## src/rtl/core/fac_pkg.sv

```systemverilog
// ============================================================================
// fac_pkg
// Shared constants and types for the FIR audio filter.
// ============================================================================
package fac_pkg;

    localparam int MAX_TAPS  = 64;
    localparam int SAMPLE_W  = 16;
    localparam int COEF_W    = 16;
    localparam int TAP_IDX_W = 6;
    localparam int CFG_W     = 7;
    localparam int FRAC_W    = COEF_W - 1;
    localparam int PROD_W    = SAMPLE_W + COEF_W;
    localparam int CNT_W     = $clog2(MAX_TAPS);
    localparam int NTAP_W    = $clog2(MAX_TAPS + 1);
    localparam int CMP_W     = (NTAP_W > CFG_W) ? NTAP_W : CFG_W;
    localparam int ACC_W     = PROD_W + NTAP_W;

    localparam logic [CFG_W-1:0] CFG_RESET = CFG_W'(64);

    localparam logic KIND_SAMPLE = 1'b0;
    localparam logic KIND_COEF   = 1'b1;

    typedef struct packed {
        logic shift;
        logic rotate;
    } cell_ctrl_t;

    typedef struct packed {
        logic clear;
        logic take;
        logic tap_ok;
    } mac_ctrl_t;

endpackage

```

## src/rtl/core/fac_mac.sv

```systemverilog
// ============================================================================
// fac_mac
// Multiply-accumulate at the head of the cell ring, with round-to-nearest
// and saturation of the Q.15 sum to 16 bits.
// ============================================================================
module fac_mac
    import fac_pkg::*;
(
    input  logic                       clk,
    input  logic                       rst_n,
    input  mac_ctrl_t                  ctrl,
    input  logic signed [SAMPLE_W-1:0] sample,
    input  logic signed [COEF_W-1:0]   coef,
    output logic signed [SAMPLE_W-1:0] sample_out,
    output logic                       clipped
);

    localparam logic signed [ACC_W-1:0] ROUND_ADD = ACC_W'(2 ** (FRAC_W - 1));
    localparam logic signed [ACC_W-1:0] LIM_POS   = ACC_W'(2 ** (SAMPLE_W + FRAC_W - 1));
    localparam logic signed [ACC_W-1:0] LIM_NEG   = -LIM_POS;
    localparam logic signed [SAMPLE_W-1:0] SAT_POS = {1'b0, {(SAMPLE_W-1){1'b1}}};
    localparam logic signed [SAMPLE_W-1:0] SAT_NEG = {1'b1, {(SAMPLE_W-1){1'b0}}};

    logic signed [PROD_W-1:0] prod_reg;
    logic                     prod_ok_reg;
    logic signed [ACC_W-1:0]  acc_reg;
    logic signed [ACC_W-1:0]  acc_next;
    logic signed [ACC_W-1:0]  rnd;
    logic signed [ACC_W-1:0]  quo;

    always_comb
    begin
        acc_next = acc_reg;
        if (ctrl.clear)
        begin
            acc_next = '0;
        end
        else if (prod_ok_reg)
        begin
            acc_next = acc_reg + ACC_W'(prod_reg);
        end
    end

    always_ff @(posedge clk or negedge rst_n)
    begin
        if (!rst_n)
        begin
            prod_ok_reg <= 1'b0;
            acc_reg     <= '0;
        end
        else
        begin
            prod_ok_reg <= ctrl.take & ctrl.tap_ok & ~ctrl.clear;
            acc_reg     <= acc_next;
        end
    end

    always_ff @(posedge clk)
    begin
        prod_reg <= sample * coef;
    end

    always_comb
    begin
        rnd = acc_reg + ROUND_ADD;
        quo = rnd >>> FRAC_W;
        if (rnd >= LIM_POS)
        begin
            sample_out = SAT_POS;
            clipped    = 1'b1;
        end
        else if (rnd < LIM_NEG)
        begin
            sample_out = SAT_NEG;
            clipped    = 1'b1;
        end
        else
        begin
            sample_out = quo[SAMPLE_W-1:0];
            clipped    = 1'b0;
        end
    end

endmodule

```

## config.mk

```make
export PLATFORM = sky130hd
export DESIGN_NAME = fac_mac
export DESIGN_NICKNAME = d
export VERILOG_FILES = /design/src/rtl/core/fac_pkg.sv /design/src/rtl/core/fac_mac.sv
export SDC_FILE = /design/constraint.sdc
export NUM_CORES = 1
export LEC_CHECK = 0
export ABC_AREA = 1
export BUFFER_PORTS_ARGS = -buffer_cell sky130_fd_sc_hd__buf_4
export CAP_MARGIN = 20
export CORE_ASPECT_RATIO = 0.5
export CORE_MARGIN = 2
export CORE_UTILIZATION = 35
export DETAILED_ROUTE_END_ITERATION = 10
export GPL_TIMING_DRIVEN = 0
export PLACE_DENSITY = 0.48
export SETUP_SLACK_MARGIN = 0.05
export SYNTH_ARGS = -nofsm -noshare
export SYNTH_HDL_FRONTEND = slang
export SYNTH_SLANG_ARGS = --single-unit
```

## constraint.sdc

```tcl
create_clock -name clk -period 6 [get_ports clk]
set_clock_uncertainty 0.1 [all_clocks]
set_input_delay 1.2 -clock clk [delete_from_list [all_inputs] [get_ports clk]]
set_output_delay 1.2 -clock clk [all_outputs]
set_load 0.02 [all_outputs]
```

### After elaboration in Yosys (flattened, before gate mapping)

Index checks and enable logic that the tools add are counted.
Widths: inputs -> output; s select.

| word-level totals | value |
|---|---|
| register bits | 72 |
| output and inout port bits | 17 |
| input port bits | 37 |

| operators by class | value |
|---|---|
| bitwise logic cells | 3 |
| multipliers | 1 |
| $add $sub $neg | 2 |
| magnitude comparators | 2 |
| reductions and logical operators | 1 |
| multiplexer cells | 6 |

Operators with widths:

| kind | count |
|---|---|
| $mux 39 | 2 |
| $add 39x16->39 const B | 1 |
| $add 39x32->39 | 1 |
| $ge 39x32->1 const B | 1 |
| $lt 39x31->1 const B | 1 |
| $mul 16x16->32 | 1 |
| $mux 16 | 2 |
| $and 1x1->1 | 2 |
| $mux 1 | 2 |
| $reduce_bool 2->1 | 1 |
| $not 1->1 | 1 |

### Depth between registers and ports, before layout

| logic depth | value |
|---|---|
| depth in word-level cells | 4 |
| gate-level depth with buffers | 26 |
| depth with buffers taken out | 24 |

### Least setup slack after synthesis

OpenSTA, ideal clock, no wires.

| path | value |
|---|---|
| path type | input port to flip-flop |
| start | input coef[6] |
| end | register prod_reg[31] |
| arrival time | 6.519 ns |
| cell stages on the path | 21 |
| setup slack | -0.731 ns |
| cells stage by stage | clkbuf_1 -> clkbuf_1 -> nand2_1 -> fa_1 -> inv_1 -> fa_1 -> fa_1 -> fa_1 -> inv_1 -> fa_1 -> fa_1 -> inv_1 -> ha_1 -> nand2_1 -> nor2_1 -> nand2_1 -> or2_2 -> nand3_1 -> inv_1 -> nand2_1 -> nand2_1 |

| on the way | value |
|---|---|
| word-level cells in the longest chain between the ends | 1 |

Ends and longest elaborated chain:

| element | RTL line | source |
|---|---|---|
| start, declared | fac_mac.sv:13 | `input logic signed [COEF_W-1:0] coef,` |
| $mul 16x16->32 | fac_mac.sv:60 | `prod_reg <= sample * coef;` |
| end signal, assigned | fac_mac.sv:60 |  |
| end, declared | fac_mac.sv:24 | `logic signed [PROD_W-1:0] prod_reg;` |

Every way passes these cells.
A chain may end at the register's enable or synchronous reset.

### Worst setup path after layout

| path | value |
|---|---|
| start | input sample[15] |
| end | register prod_reg[31] |

| on the way | value |
|---|---|
| word-level cells in the longest chain between the ends | 1 |

Ends and longest elaborated chain:

| element | RTL line | source |
|---|---|---|
| start, declared | fac_mac.sv:12 | `input logic signed [SAMPLE_W-1:0] sample,` |
| $mul 16x16->32 | fac_mac.sv:60 |  |

Every way passes these cells.

==> summary.md <==
| Metric | Value |
|---|---|
| Status | `finished, violations left` |
| Failing checks | `negative setup slack` |
| Final Hold Viols | `0` |
| Cell variety after synth | `39` |
| Initial antenna violation count | `0` |
| Cell Chain, Critical Path | `buf_12 -> clkbuf_16 -> nand2_4 -> inv_2 -> fa_2 -> buf_6 -> fa_2 -> buf_6 -> buf_4 -> fa_1 -> fa_1 -> fa_1 -> inv_1 -> fa_1 -> inv_2 -> ha_4 -> nand2_4 -> nor2_4 -> nand2_2 -> or2_4 -> nand3_4 -> inv_2 -> nand2_1 -> nand2_1` |
| Max Fanout on Critical Path | `6` |
| Syn Std Cell Area | `16100 sq um` |
| R2r worst-path depth | `13` |
| Tightest Pin Transition | `0.942 ns` |
| Syn nets | `2646` |
| Placer Congestion | `0.925` |
| WHS Endpoint | `acc_reg[8]` |
| Cells after Synth | `2224` |
| Hold Path Class | `reg2reg` |
| Max stage delay on crit path | `0.60 ns` |
| Routed WL | `51000 um` |
| Initial DRC count | `714` |
| Initial Utilization | `35.5%` |
| Core Util, Final | `43.9%` |
| Max Fclk | `0.163 GHz` |
| Post-Syn Area per Cell | `7.22 sq um` |
| Antenna Nets Post-Route | `0` |
| First-pass GRT wire length | `80600 um` |
| Max-Cap Viols | `0` |
| Vias per inst | `4.72` |
| Pre-CTS setup slack | `-1.26 ns` |
| Setup CP Type | `in2reg` |
| Hpwl dp | `41900 um` |
| H-tree depth | `3` |
| I/O Buffers | `27` |
| Largest register FFs | `39` |
| Worst path required time | `6.14 ns` |
| Total number of vias | `13900` |
| Fin crit share | `102%` |
| Seq/Total Area, Yosys | `10.2%` |
| WL/cell | `17.3 um` |
| Cell mode on critical path | `fa_1` |
| Min cycle time layout | `6.13 ns` |
| Die width | `307 um` |
| R2r startpoint | `acc_reg[0]` |
| Core area | `45200 sq um` |
| Commonest non-fill, non-tap cell in the layout | `nand2_1` |
| Yosys warnings | `0` |
| Largest net degree at the start of global routing | `41` |
| Post-CTS Hold Buffers | `0` |
| Most frequent cells in the layout | `nand2_1 (585), inv_1 (476), fa_1 (238)` |
| Setup TNS | `-0.853 ns` |
| Hold Path Stages | `2` |
| Longest Clk Path Bufs | `2` |
| Startpoint types | `input pin` |
| RSZ-0062 raised after global routing | `true` |
| Slowest CP cell | `fa_2` |
| PnR worst setup slack | `-0.127 ns` |
| Nets | `2767` |
| Sink Count | `72` |
| DR DRC count | `0` |
| Tot GR Track Use | `22.0%` |
| Clock slew at reported path FFs | `0.07 ns` |
| Vias in the first global route | `14500` |
| Worst EP arrival | `6.27 ns` |
| Setup crit end kind | `register` |
| Die H | `155 um` |
| Flop2flop setup slack | `3.19 ns` |
| Clock root cell | `clkbuf_16` |
| First-pass DRT Iterations | `6` |
| I/O pin cnt | `54` |
| Setup-failing EPs final | `12` |
| FF-to-FF End | `acc_reg[26]` |
| Share of layout cells above drive strength 1 | `18.4%` |
| TritonCTS Buffers | `9` |
| Synthesis-to-finish area growth | `23.5%` |
| Gr ovfl total | `0` |
| Seq cells post-synth | `72` |
| Cell Rows | `55` |
| CTS tree | `yes` |
| DIE AREA | `47700 sq um` |
| Slew margin rel. | `37.2%` |
| Worst-Skew Late Latency | `0.35 ns` |
| Worst hold start | `acc_reg[8]` |
| Slew Viols, Final | `0` |
| Antenna Cells | `0` |
metal layers:
layer | GRT usage (%) | share of wire [%]
met1 | 30.8 | 48
met2 | 36.8 | 45
met3 | 2.36 | 4.7
met4 | 4.74 | 2.3
met5 | 0 | 0
logic make-up (layout without fill, tap and decap cells):
group | after synthesis | after routing | synth area share, %
buffers and inverters | 592 | 718 | 14.0
and+or+nand+nor | 929 | 929 | 24.1
xor gates and xnor gates | 56 | 56 | 3.05
DFF | 72 | 72 | 10.2
AOI/OAI and AO/OA | 190 | 190 | 6.33
adders and majority gates | 385 | 385 | 42.3
cells in the mapped netlist:
cell      count  area share, %
a21o_1        8           0.37
ha_1        122            9.5
dfrtp_1      40            6.2
nor4_1        2          0.078
xnor2_1      25            1.4
a21boi_0      5           0.23
nor2_1      147            3.4
o211ai_1      1          0.047
nor2_2        6           0.23
a21oi_1      92            2.9
nand3_1      69            2.2
a31oi_1       2          0.078
xor2_1       31            1.7
clkbuf_1     64            1.5
o31ai_1       1          0.047
or2_2         8           0.31
nand2_1     623             15
o21bai_1      6           0.28
o21ai_0      72            2.2
nand2_4       3           0.21
inv_1       520             12
nand2_2      23           0.90
buf_1         1          0.023
nor2_8        2           0.25
nor3_2        2           0.12
inv_2         5           0.12
nor3_1       13           0.41
nand3b_1      6           0.28
nand4_1      17           0.66
a22o_1        2           0.11
dfxtp_1      32            4.0
buf_6         1          0.070
buf_12        1           0.12
fa_1        263             33
nor2_4        4           0.28
nand3_2       2           0.12
and2_1        1          0.039
nor3b_2       1          0.078
o21a_1        1          0.047
timing repair:
| action | 4_1_cts | 5_1_grt |
|---|---|---|
| gates cloned | 1 | 2 |
| setup endpoints to repair | 24 | 19 |
| gates resized for setup | 230 | 112 |
| setup buffers | 54 | 27 |
| pin swaps | 95 | 89 |
per-stage QoR:
step,area (sq um),cells,hold slack [ns]
after global placement,17500,2849,0.366
after detailed placement,17500,2849,0.376
final,19800,2948,0.392
after floorplan,16600,2224,0.353
after CTS,19200,2919,0.395
after global routing,19800,2948,0.413
layout make-up:
class,instances,area [sq um]
timing repair buffer,111,1010
sequential,72,1640
multi-input combinational,1560,13100
tap,598,748
buffer,66,1050
clock buffer,9,225
inverter,525,1980
clock inverter,7,68.8
fill,4606,25400
critical path: cells and delay by family:
kind / cells / cell delay, ns
adder cells (fa/ha/maj): 7 / 3.49
buffers and inverters: 9 / 0.86
AND/OR/NAND/NOR: 8 / 0.71
worst max-delay path by stage:
stage / startpoint / endpoint / slack (ns) / depth (start not counted)
after floorplan: coef[6] / prod_reg[31] / 0.0007 / 21
after global placement: sample[3] / prod_reg[29] / -1.20 / 24
after detailed placement: sample[3] / prod_reg[29] / -1.26 / 24
after CTS: sample[15] / prod_reg[31] / -0.04 / 21
after global routing: sample[15] / prod_reg[31] / -0.28 / 24
final: sample[15] / prod_reg[31] / -0.13 / 24
Power is not shown: default switching activity piles up to over one toggle a cycle in this logic, so the estimate is an artifact.
