### config.mk
export PLATFORM = sky130hd
export DESIGN_NAME = fac_cell
export DESIGN_NICKNAME = d
export VERILOG_FILES = /design/src/rtl/core/fac_pkg.sv /design/src/rtl/core/fac_cell.sv
export SDC_FILE = /design/constraint.sdc
export NUM_CORES = 1
export LEC_CHECK = 0
export BUFFER_PORTS_ARGS = -buffer_cell sky130_fd_sc_hd__buf_2
export CAP_MARGIN = 25
export CELL_PAD_IN_SITES_DETAIL_PLACEMENT = 0
export CELL_PAD_IN_SITES_GLOBAL_PLACEMENT = 2
export CORE_ASPECT_RATIO = 0.7
export CORE_MARGIN = 5
export CORE_UTILIZATION = 23
export CTS_CLUSTER_DIAMETER = 100
export DETAILED_ROUTE_END_ITERATION = 10
export PLACE_DENSITY = 0.88
export SYNTH_ARGS = -nofsm -noshare
export SYNTH_HDL_FRONTEND = slang
export SYNTH_SLANG_ARGS = --single-unit
### constraint.sdc
create_clock -name clk -period 0.85 [get_ports clk]
set_input_delay 0.085 -clock clk [delete_from_list [all_inputs] [get_ports clk]]
set_output_delay 0.085 -clock clk [all_outputs]
set_load 0.05 [all_outputs]
### src/rtl/core/fac_pkg.sv
// ============================================================================
// fac_pkg
// Shared constants and types for the FIR audio filter.
// ============================================================================
package fac_pkg;

    localparam int MAX_TAPS  = 64;
    localparam int SAMPLE_W  = 16;
    localparam int COEF_W    = 16;
    localparam int TAP_IDX_W = 6;
    localparam int CFG_W     = 7;
    localparam int FRAC_W    = COEF_W - 1;
    localparam int PROD_W    = SAMPLE_W + COEF_W;
    localparam int CNT_W     = $clog2(MAX_TAPS);
    localparam int NTAP_W    = $clog2(MAX_TAPS + 1);
    localparam int CMP_W     = (NTAP_W > CFG_W) ? NTAP_W : CFG_W;
    localparam int ACC_W     = PROD_W + NTAP_W;

    localparam logic [CFG_W-1:0] CFG_RESET = CFG_W'(64);

    localparam logic KIND_SAMPLE = 1'b0;
    localparam logic KIND_COEF   = 1'b1;

    typedef struct packed {
        logic shift;
        logic rotate;
    } cell_ctrl_t;

    typedef struct packed {
        logic clear;
        logic take;
        logic tap_ok;
    } mac_ctrl_t;

endpackage

### src/rtl/core/fac_cell.sv
// ============================================================================
// fac_cell
// One tap cell: holds a history sample and its coefficient; shifts the
// sample down the line or rotates the pair toward the MAC end.
// ============================================================================
module fac_cell
    import fac_pkg::*;
(
    input  logic                       clk,
    input  logic                       rst_n,
    input  cell_ctrl_t                 ctrl,
    input  logic                       wr_en,
    input  logic signed [COEF_W-1:0]   wr_coef,
    input  logic signed [SAMPLE_W-1:0] prev_sample,
    input  logic signed [SAMPLE_W-1:0] next_sample,
    input  logic signed [COEF_W-1:0]   next_coef,
    output logic signed [SAMPLE_W-1:0] sample,
    output logic signed [COEF_W-1:0]   coef
);

    logic signed [SAMPLE_W-1:0] sample_reg;
    logic signed [SAMPLE_W-1:0] sample_next;
    logic signed [COEF_W-1:0]   coef_reg;
    logic signed [COEF_W-1:0]   coef_next;

    always_comb
    begin
        sample_next = sample_reg;
        coef_next   = coef_reg;
        if (ctrl.shift)
        begin
            sample_next = prev_sample;
        end
        else if (ctrl.rotate)
        begin
            sample_next = next_sample;
        end
        if (wr_en)
        begin
            coef_next = wr_coef;
        end
        else if (ctrl.rotate)
        begin
            coef_next = next_coef;
        end
    end

    always_ff @(posedge clk or negedge rst_n)
    begin
        if (!rst_n)
        begin
            sample_reg <= '0;
            coef_reg   <= '0;
        end
        else
        begin
            sample_reg <= sample_next;
            coef_reg   <= coef_next;
        end
    end

    assign sample = sample_reg;
    assign coef   = coef_reg;

endmodule

* After elaboration in Yosys (flattened, before gate mapping)
Cells that the tools add are included.
** Storage, ports and cells
- Register bits :: 32
- Latch bits :: 0
- Memory bits (writable) :: 0
- ROM bits :: 0
- Memories :: 0
** Cells by class
- $add $sub $neg :: 0
- $mul :: 0
- Divide/modulo/power cells :: 0
- $lt $le $gt $ge :: 0
- Equality and inequality tests :: 0
- Shifts and indexed selects :: 0
- Mux-type cells :: 4
- Bitwise logic cells :: 0
- Reduce and logical (&&, ||, !) cells :: 2
** Operators by type and width (count)
- 16-bit 2-to-1 mux :: 4
- 2-bit nonzero test :: 2

* Depth between registers and ports, before layout
Gate-level depths: netlist of run 1.
- Depth in word-level cells :: 2
- Mapped depth :: 4
- Mapped depth without buffers :: 2

* Worst setup path after synthesis of run 1
Ideal clock, no wire load.
- Path type :: register to register
- From :: register sample[11] (netlist name)
- To :: register sample_reg[11] (netlist: sample[11])
- Arrival :: 853 ps
- Data required time :: 767 ps
- Slack :: -85 ps
- Stages on the path, launching flop included :: 3
- Path buffers :: 0
- Cells stage by stage :: dfrtp_1 mux2i_1 o21ai_0
** RTL lines
- end signal, assigned :: RTL line fac_cell.sv:57 : sample_reg <= sample_next;
- end, declared :: RTL line fac_cell.sv:21 : logic signed [SAMPLE_W-1:0] sample_reg;

* Worst setup path in the final report of run 1
- From :: register coef_reg[1] (netlist: coef[1])
- To :: output coef[1]
** RTL lines
- start, declared :: RTL line fac_cell.sv:23 : logic signed [COEF_W-1:0] coef_reg;
- start signal, assigned :: RTL line fac_cell.sv:58 : coef_reg <= coef_next;
- end, declared :: RTL line fac_cell.sv:18 : output logic signed [COEF_W-1:0] coef
No word-level cell between the ends.

==> impl_metrics.py, run 1 <==
metrics = {
    "outcome": {
        "status": "finished with violations",
        "violations": "negative setup slack",
    },
    "critical_path": {
        "critPathMaxStageDelay_ns": 0.42,
        "path_depth": 1,
        "startpoint": "coef[1]",
        "critPathMaxFanout": 2,
        "cp_slowest_cell": "dfrtp_2",
        "path_cells": "buf_6",
        "crit_family": "flip-flops",
        "endpoint_kind": "output pin",
        "setup.worst_path.class": "flop to output pin",
        "rr_startpoint": "sample[5]",
        "cp-start-kind": "flop",
        "reg2reg_to": "sample[5]",
        "endpoint": "coef[1]",
        "ff2ff_path_depth": 3,
        "worstPathRequired_ns": 0.76,
        "r2r_setup_slack_ns": 0,
        "cp.buffers_inverters": 1,
        "cp.arrival_ns": 0.85,
    },
    "finish": {
        "drive_gt1_share_pct": 59.8,
        "stdcell_count": 319,
        "final_cell_mix": "buf_2 (68), mux2i_1 (32), nand2_1 (32), dfrtp_2 (32), buf_6 (32)",
        "nNetsFinal": 309,
        "num_antenna_cells": 0,
        "multi_input_area_sq_um": 601,
        "seq_area_sq_um": 841,
        "syn2layout_area_growth_pct": 61.0,
        "final_util_pct": 38.4,
        "final_common_cell": "buf_2",
        "fillerInstances": 642,
    },
    "timing": {
        "slew_viol_final": 0,
        "max_slew_margin_pct": 64.7,
        "fmax_ghz": 1.06,
        "whs_ns": 0.0115,
        "tightest_slew_ns": 0.530,
        "rsz0062_at_grt": "true",
        "setup_viol": 33,
        "setup_ws_ns": -0.0891,
        "fin_skew_ns": 0,
        "fin_crit_ns": 0.939,
        "hold_viol": 0,
        "post-route-period-util_pct": 110,
    },
    "routing": {
        "drt_iter0_drc": 26,
        "first_pass_iters": 4,
        "vias": 1353,
        "drc": 0,
        "avgViaCountPerCell": 4.24,
        "drtAntennaViolNets": 0,
        "routed_wl_mm": 4.30,
        "avgRoutedWirePerCell_um": 13.5,
    },
    "global_route": {
        "grt_max_degree": 33,
        "track_usage_pct": 10.2,
        "grt_pass1_vias": 1424,
        "grt_antenna_before_repair": 0,
        "grt_pass1_wl_mm": 6.72,
        "overflow": 0,
    },
    "synthesis": {
        "syn_nets": 207,
        "synth.ff_latch_count": 32,
        "seq_area_frac_synth_pct": 53.5,
        "netlist_area_sq_mm": 0.00150,
        "synthCells": 138,
        "yosysUniqueCellTypes": 9,
        "syn_avg_cell_area_sq_um": 10.8,
        "yosys_warnings": 0,
    },
    "die": {
        "pin_count": 101,
        "core-area_sq_mm": 0.00628,
        "row_count": 24,
        "die_y_um": 77.5,
        "start_util_pct": 23.8,
        "die-area_sq_mm": 0.00825,
        "die_width_um": 106,
    },
    "clocking": {
        "cts.htree.levels": 2,
        "clock_latency_ns": 0.27,
        "numCtsBuffers": 5,
        "cts_root_buf": "clkbuf_8",
        "ctsLongestPathBuffers": 2,
        "cts_tree": "built",
        "cts.clk_slew.worst_paths_ns": 0.07,
        "clock_sinks": 32,
    },
    "placed_design": {
        "post-place-ws_ns": -0.0142,
        "port-buffer-count": 100,
        "gp_congestion": 0.677,
        "dp.cells": 309,
    },
    "hold_path": {
        "hp-start": "prev_sample[2]",
        "min_path_type": "input pin to flop",
    },
    "pwr": {
        "power_uw": 4360,
        "power_leakage_uw": 0.00120,
        "ir_drop_v": 0.000576,
        "p_per_area_mw_per_mm2": 1810,
    },
    "run": {
        "maxCapViolCount": 0,
    },
}
==> power by group <==
group	total, uW	leakage (uW)	internal (uW)	switching, uW
logic	1370	0.000800	549	821
registers	1790	0.000351	1690	102
clock network	1200	0.0000510	646	555
total	4360	0.00120	2880	1480
==> worst min-delay path by stage <==
stage,endpoint,cells past startpoint,slack (ns)
after floorplan,coef[0],0,-0.21
after global placement,coef[6],2,0.05
after detailed placement,coef[6],2,0.06
after CTS,coef[5],3,0.003
after global routing,sample[2],3,0.006
final,sample[2],3,0.01
==> final cells by class <==
type / instances / area share, %
clock buffer: 6 / 3.43
timing repair buffer: 105 / 32.3
clock inverter: 2 / 0.415
tap: 78 / 4.05
sequential: 32 / 34.9
multi-input combinational: 96 / 24.9
==> routing by layer <==
layer,track usage [%],part of all wire (%),wire [um]
met4,4.34,0.95,41
met1,13.4,44,1890
met5,0,0,0
met3,2.99,5.5,236
met2,15.8,50,2130
==> logic make-up after synthesis <==
family	synth area share (%)
flops	53.5
mux	21.4
compound gates	10.7
buf+inv	6.35
simple gates	8.03
==> worst reg2reg max path: stages (launching register included) <==
cell     delay, ns
dfrtp_2       0.41
buf_4         0.13
mux2i_1       0.12
o21ai_1       0.07
==> stage by stage <==
step | setup TNS (ns) | instance area [sq um]
2_1_floorplan | 0 | 1540
3_3_place_gp | 0 | 2100
3_5_place_dp | -0.0616 | 2100
4_1_cts | -2.95 | 2400
5_1_grt | -3.64 | 2410
6_report | -2.40 | 2410
==> synth_stat cells <==
library cell | count | area [sq um]
dfrtp_1 | 32 | 801
clkbuf_1 | 5 | 18.8
mux2i_1 | 32 | 320
o21ai_1 | 30 | 150
buf_12 | 3 | 60.1
o21ai_0 | 2 | 10.0
buf_6 | 1 | 11.3
buf_2 | 1 | 5.00
nand2_1 | 32 | 120
==> timing repair <==
action / 4_1_cts / 5_1_grt
hold buffers: 1 / 0
setup endpoints to repair: 32 / 33
buffers inserted: 0 / 1
resized for setup: 64 / 0
hold endpoints to repair: 32 / 0
Power figures use the tool's default switching activity.
==> run 2, diff against run 1 <==
- CELL_PAD_IN_SITES_GLOBAL_PLACEMENT: 2 -> 1
- CORE_MARGIN: 5 -> 2
- CORE_UTILIZATION: 23 -> 29
- PLACE_DENSITY: 0.88 -> 0.86
==> impl_metrics.py, run 2 (same netlist as run 1, synthesis figures left out) <==
metrics = {
    "outcome": {
        "status": "finished with violations",
        "violations": "negative setup slack",
    },
    "critical_path": {
        "cp.buffers_inverters": 1,
        "rr_startpoint": "sample[14]",
        "worstPathRequired_ns": 0.76,
        "startpoint": "sample[13]",
        "cp-start-kind": "flop",
        "cp_slowest_cell": "dfrtp_2",
        "endpoint_kind": "output pin",
        "critPathMaxStageDelay_ns": 0.42,
        "path_cells": "buf_6",
        "setup.worst_path.class": "flop to output pin",
        "cp.arrival_ns": 0.86,
        "critPathMaxFanout": 2,
        "crit_family": "flip-flops",
    },
    "finish": {
        "num_antenna_cells": 0,
        "drive_gt1_share_pct": 59.7,
        "fillerInstances": 460,
        "nNetsFinal": 311,
        "multi_input_area_sq_um": 601,
        "final_cell_mix": "buf_2 (68), mux2i_1 (32), nand2_1 (32), dfrtp_2 (32), buf_6 (32)",
        "final_common_cell": "buf_2",
        "syn2layout_area_growth_pct": 62.3,
        "seq_area_sq_um": 841,
    },
    "clocking": {
        "clock_sinks": 32,
        "cts.htree.levels": 2,
        "cts_tree": "built",
        "ctsLongestPathBuffers": 2,
        "clock_latency_ns": 0.27,
        "cts.clk_slew.worst_paths_ns": 0.07,
        "cts_root_buf": "clkbuf_8",
        "numCtsBuffers": 5,
    },
    "timing": {
        "setup_ws_ns": -0.0914,
        "post-route-period-util_pct": 111,
        "max_slew_margin_pct": 66.1,
        "fmax_ghz": 1.06,
        "slew_viol_final": 0,
        "hold_viol": 0,
        "fin_skew_ns": 0,
        "setup_viol": 33,
        "fin_crit_ns": 0.941,
        "fin_setup_tns_ns": -2.38,
        "rsz0062_at_grt": "true",
        "tightest_slew_ns": 0.508,
    },
    "global_route": {
        "grt_pass1_wl_mm": 6.14,
        "grt_antenna_before_repair": 0,
        "overflow": 0,
        "track_usage_pct": 13.3,
        "grt_max_degree": 33,
        "grt_pass1_vias": 1357,
    },
    "routing": {
        "avgViaCountPerCell": 4.31,
        "drtAntennaViolNets": 0,
        "first_pass_iters": 4,
        "routed_wl_mm": 3.80,
        "drc": 0,
        "drt_iter0_drc": 25,
        "vias": 1345,
        "avgRoutedWirePerCell_um": 12.2,
    },
    "pwr": {
        "power_leakage_uw": 0.00122,
        "ir_drop_v": 0.000816,
        "p_per_area_mw_per_mm2": 1800,
    },
    "die": {
        "row_count": 21,
        "start_util_pct": 30.6,
        "die-area_sq_mm": 0.00576,
        "die_y_um": 64.1,
        "pin_count": 101,
        "die_width_um": 89.9,
        "core-area_sq_mm": 0.00489,
    },
    "placed_design": {
        "post-place-ws_ns": -0.0532,
        "hpwl_mm": 2.73,
        "gp_congestion": 0.708,
        "port-buffer-count": 100,
    },
    "hold_path": {
        "hp-start": "wr_coef[1]",
        "min_path_type": "input pin to flop",
    },
    "run": {
        "maxCapViolCount": 0,
    },
}
## run 2: where the power goes
part / switching (uW) / internal [uW] / total [uW]
clock: 555 / 646 / 1200
combinational: 813 / 561 / 1370
sequential: 104 / 1690 / 1790
total: 1470 / 2900 / 4370
## run 2: worst reg2reg max path, delay by kind of cell (launching register included)
family	cells	cell delay (ns)
AO/OA/AOI/OAI	1	0.08
buffers and inverters	1	0.14
flip-flops	1	0.42
multiplexers	1	0.15
## run 2: routing by layer
metal	global-route usage [%]	wire, um	vias up
li1	-	-	679
met1	15.9	1630	619
met2	23.6	1930	45
met3	3.54	206	2
met4	4.04	29	0
met5	0	0	-
## run 2: path summary, 6_finish.rpt
path,slack [ns],to,depth (start not counted)
max in group asynchronous,0.36,coef[12],3
setup reg to reg,-0.05,sample[14],3
min in group asynchronous,0.29,coef[1],3
hold / removal,0.02,coef[1],3
hold reg to reg,0.57,sample[8],2
setup / recovery,-0.09,sample[13],1
## run 2: layout make-up
type                       count  share of cell area, %
multi-input combinational     96                   24.7
clock buffer                   6                   3.40
tap                           69                   3.55
sequential                    32                   34.6
timing repair buffer         107                   33.3
clock inverter                 2                  0.412
## run 2: timing repair
| action | 4_1_cts | 5_1_grt |
|---|---|---|
| buffers inserted | 0 | 1 |
| endpoints found under the setup margin | 32 | 32 |
| hold buffers | 2 | 0 |
| gates resized for setup | 64 | 0 |
| endpoints found under the hold margin | 33 | 0 |
## run 2: metrics by stage
step	hold WS (ns)	util (%)	cells	power (uW)	area, sq um
after CTS	0.00831	49.5	311	4440	2420
after detailed placement	0.0575	43.1	301	2990	2110
after global placement	0.0541	43.1	301	2970	2110
final	0.0183	49.7	312	4370	2430
after floorplan	-0.211	-	138	2600	1540
after global routing	0.0109	49.7	312	4590	2430
==> run 3, diff against run 2 <==
- BUFFER_PORTS_ARGS: -buffer_cell sky130_fd_sc_hd__buf_2 -> -buffer_cell sky130_fd_sc_hd__clkbuf_2
- CORE_UTILIZATION: 29 -> 26
- PLACE_DENSITY: 0.86 -> 0.82
- SETUP_SLACK_MARGIN: default -> 0.05
- clock period: 0.85 -> 0.8 ns (I/O delays scaled with it)
==> impl_metrics.py, run 3 (same netlist as run 1, synthesis figures left out) <==
metrics = {
    "placed_design": {
        "postPlaceCellArea_sq_mm": 0.00214,
        "hpwl_mm": 2.81,
        "gp_congestion": 0.731,
        "port-buffer-count": 100,
    },
    "global_route": {
        "grt_pass1_wl_mm": 5.54,
        "track_usage_pct": 11.4,
        "grt_antenna_before_repair": 0,
        "grt_pass1_vias": 1200,
        "grt_max_degree": 33,
        "overflow": 0,
    },
    "hold_path": {
        "min_path_type": "input pin to flop",
        "hold-path-endpoint": "sample[7]",
        "hp-start": "prev_sample[7]",
        "hold_depth": 3,
    },
    "die": {
        "row_count": 23,
        "die_y_um": 67.5,
        "start_util_pct": 26.5,
        "die_width_um": 94.7,
        "pin_count": 101,
        "core-area_sq_mm": 0.00564,
        "die-area_sq_mm": 0.00639,
    },
    "timing": {
        "tightest_slew_ns": 0.165,
        "fmax_ghz": 1.08,
        "fin_skew_ns": 0,
        "setup_viol": 32,
        "max_slew_margin_pct": 88.7,
        "hold_viol": 0,
        "post-route-period-util_pct": 116,
        "fin_crit_ns": 0.929,
        "setup_ws_ns": -0.129,
        "rsz0062_at_grt": "true",
        "slew_viol_final": 0,
    },
    "routing": {
        "drt_iter0_drc": 51,
        "avgViaCountPerCell": 4.23,
        "avgRoutedWirePerCell_um": 11.9,
        "routed_wl_mm": 3.77,
        "first_pass_iters": 4,
        "vias": 1338,
        "drc": 0,
        "drtAntennaViolNets": 0,
    },
    "critical_path": {
        "reg2reg_to": "coef[13]",
        "endpoint_kind": "output pin",
        "rr_startpoint": "coef[13]",
        "crit_family": "flip-flops",
        "critPathMaxFanout": 2,
        "setup.worst_path.class": "flop to output pin",
        "cp-start-kind": "flop",
        "worstPathRequired_ns": 0.72,
        "cp.buffers_inverters": 1,
        "critPathMaxStageDelay_ns": 0.42,
        "r2r_setup_slack_ns": 0.04,
        "path_cells": "buf_8",
        "cp_slowest_cell": "dfrtp_2",
        "cp.arrival_ns": 0.85,
        "ff2ff_path_depth": 2,
    },
    "clocking": {
        "cts.htree.levels": 2,
        "cts.clk_slew.worst_paths_ns": 0.06,
        "cts_tree": "built",
        "ctsLongestPathBuffers": 2,
        "cts_root_buf": "clkbuf_8",
        "post_cts_buffers": 0,
        "clock_latency_ns": 0.27,
        "numCtsBuffers": 5,
        "clock_sinks": 32,
    },
    "finish": {
        "drive_gt1_share_pct": 59.8,
        "fin_area_sq_mm": 0.00256,
        "multi_input_area_sq_um": 601,
        "syn2layout_area_growth_pct": 71.2,
        "num_antenna_cells": 0,
        "final_common_cell": "clkbuf_2",
        "fillerInstances": 550,
        "seq_area_sq_um": 841,
        "nNetsFinal": 310,
    },
    "pwr": {
        "p_per_area_mw_per_mm2": 1880,
        "power_uw": 4820,
        "power_leakage_uw": 0.00127,
        "ir_drop_v": 0.000679,
    },
    "run": {
        "maxCapViolCount": 0,
    },
    "outcome": {
        "violations": "negative setup slack",
        "status": "finished with violations",
    },
}
run 3: area by class of cell:
cell class / count / share of cell area [%]
Clock buffer: 7 / 3.76
Multi-Input combinational cell: 96 / 23.4
Sequential cell: 32 / 32.8
Tap cell: 75 / 3.66
Timing Repair Buffer: 106 / 36.3
run 3: worst max-delay path by stage:
| stage | startpoint | end | slack [ns] | cells past startpoint |
|---|---|---|---|---|
| floorplan | coef[10] | coef[10] | -0.04 | 2 |
| global placement | ctrl[0] | coef[0] | -0.03 | 4 |
| finish | sample[1] | sample[1] | -0.13 | 1 |
| detailed placement | ctrl[0] | coef[11] | -0.07 | 4 |
| global route | sample[13] | sample[13] | -0.16 | 1 |
| CTS | coef[6] | coef[6] | -0.16 | 1 |
run 3: through the flow:
step | setup WS [ns] | util (%) | TNS (ns) | hold slack (ns) | std cells
floorplan | -0.0392 | - | -1.18 | -0.216 | 138
global placement | -0.0327 | 37.9 | -0.241 | 0.0542 | 308
detailed placement | -0.0652 | 37.9 | -0.754 | 0.0561 | 308
CTS | -0.158 | 44.7 | -4.78 | 0.00370 | 316
global route | -0.164 | 45.4 | -5.00 | 0.00537 | 316
finish | -0.129 | 45.4 | -3.90 | 0.0146 | 316
run 3: what timing repair did:
| action | 4_1_cts | 5_1_grt |
|---|---|---|
| pin swaps | 2 | 6 |
| endpoints found under the hold margin | 32 | 0 |
| hold buffers | 1 | 0 |
| resized for setup | 64 | 33 |
| endpoints found under the setup margin | 32 | 57 |
run 3: routing by layer:
metal | up-vias | part of all wire (%) | routed length (um) | global-route usage (%)
li1 | 675 | - | - | -
met1 | 622 | 42 | 1600 | 15.4
met2 | 39 | 52 | 1950 | 17.9
met3 | 2 | 5.1 | 194 | 2.90
met4 | 0 | 0.66 | 25 | 3.80
met5 | - | 0 | 0 | 0
run 3: worst min-delay path, cell delays in order:
cell and delay (ns):
clkbuf_2 0.07, nand2_1 0.04, o21ai_1 0.06
run 3: report_power, final:
part	internal [uW]	total, uW	switching [uW]	leakage, uW
clock	765	1300	536	0.0000503
combinational	715	1580	866	0.000871
sequential	1800	1940	140	0.000351
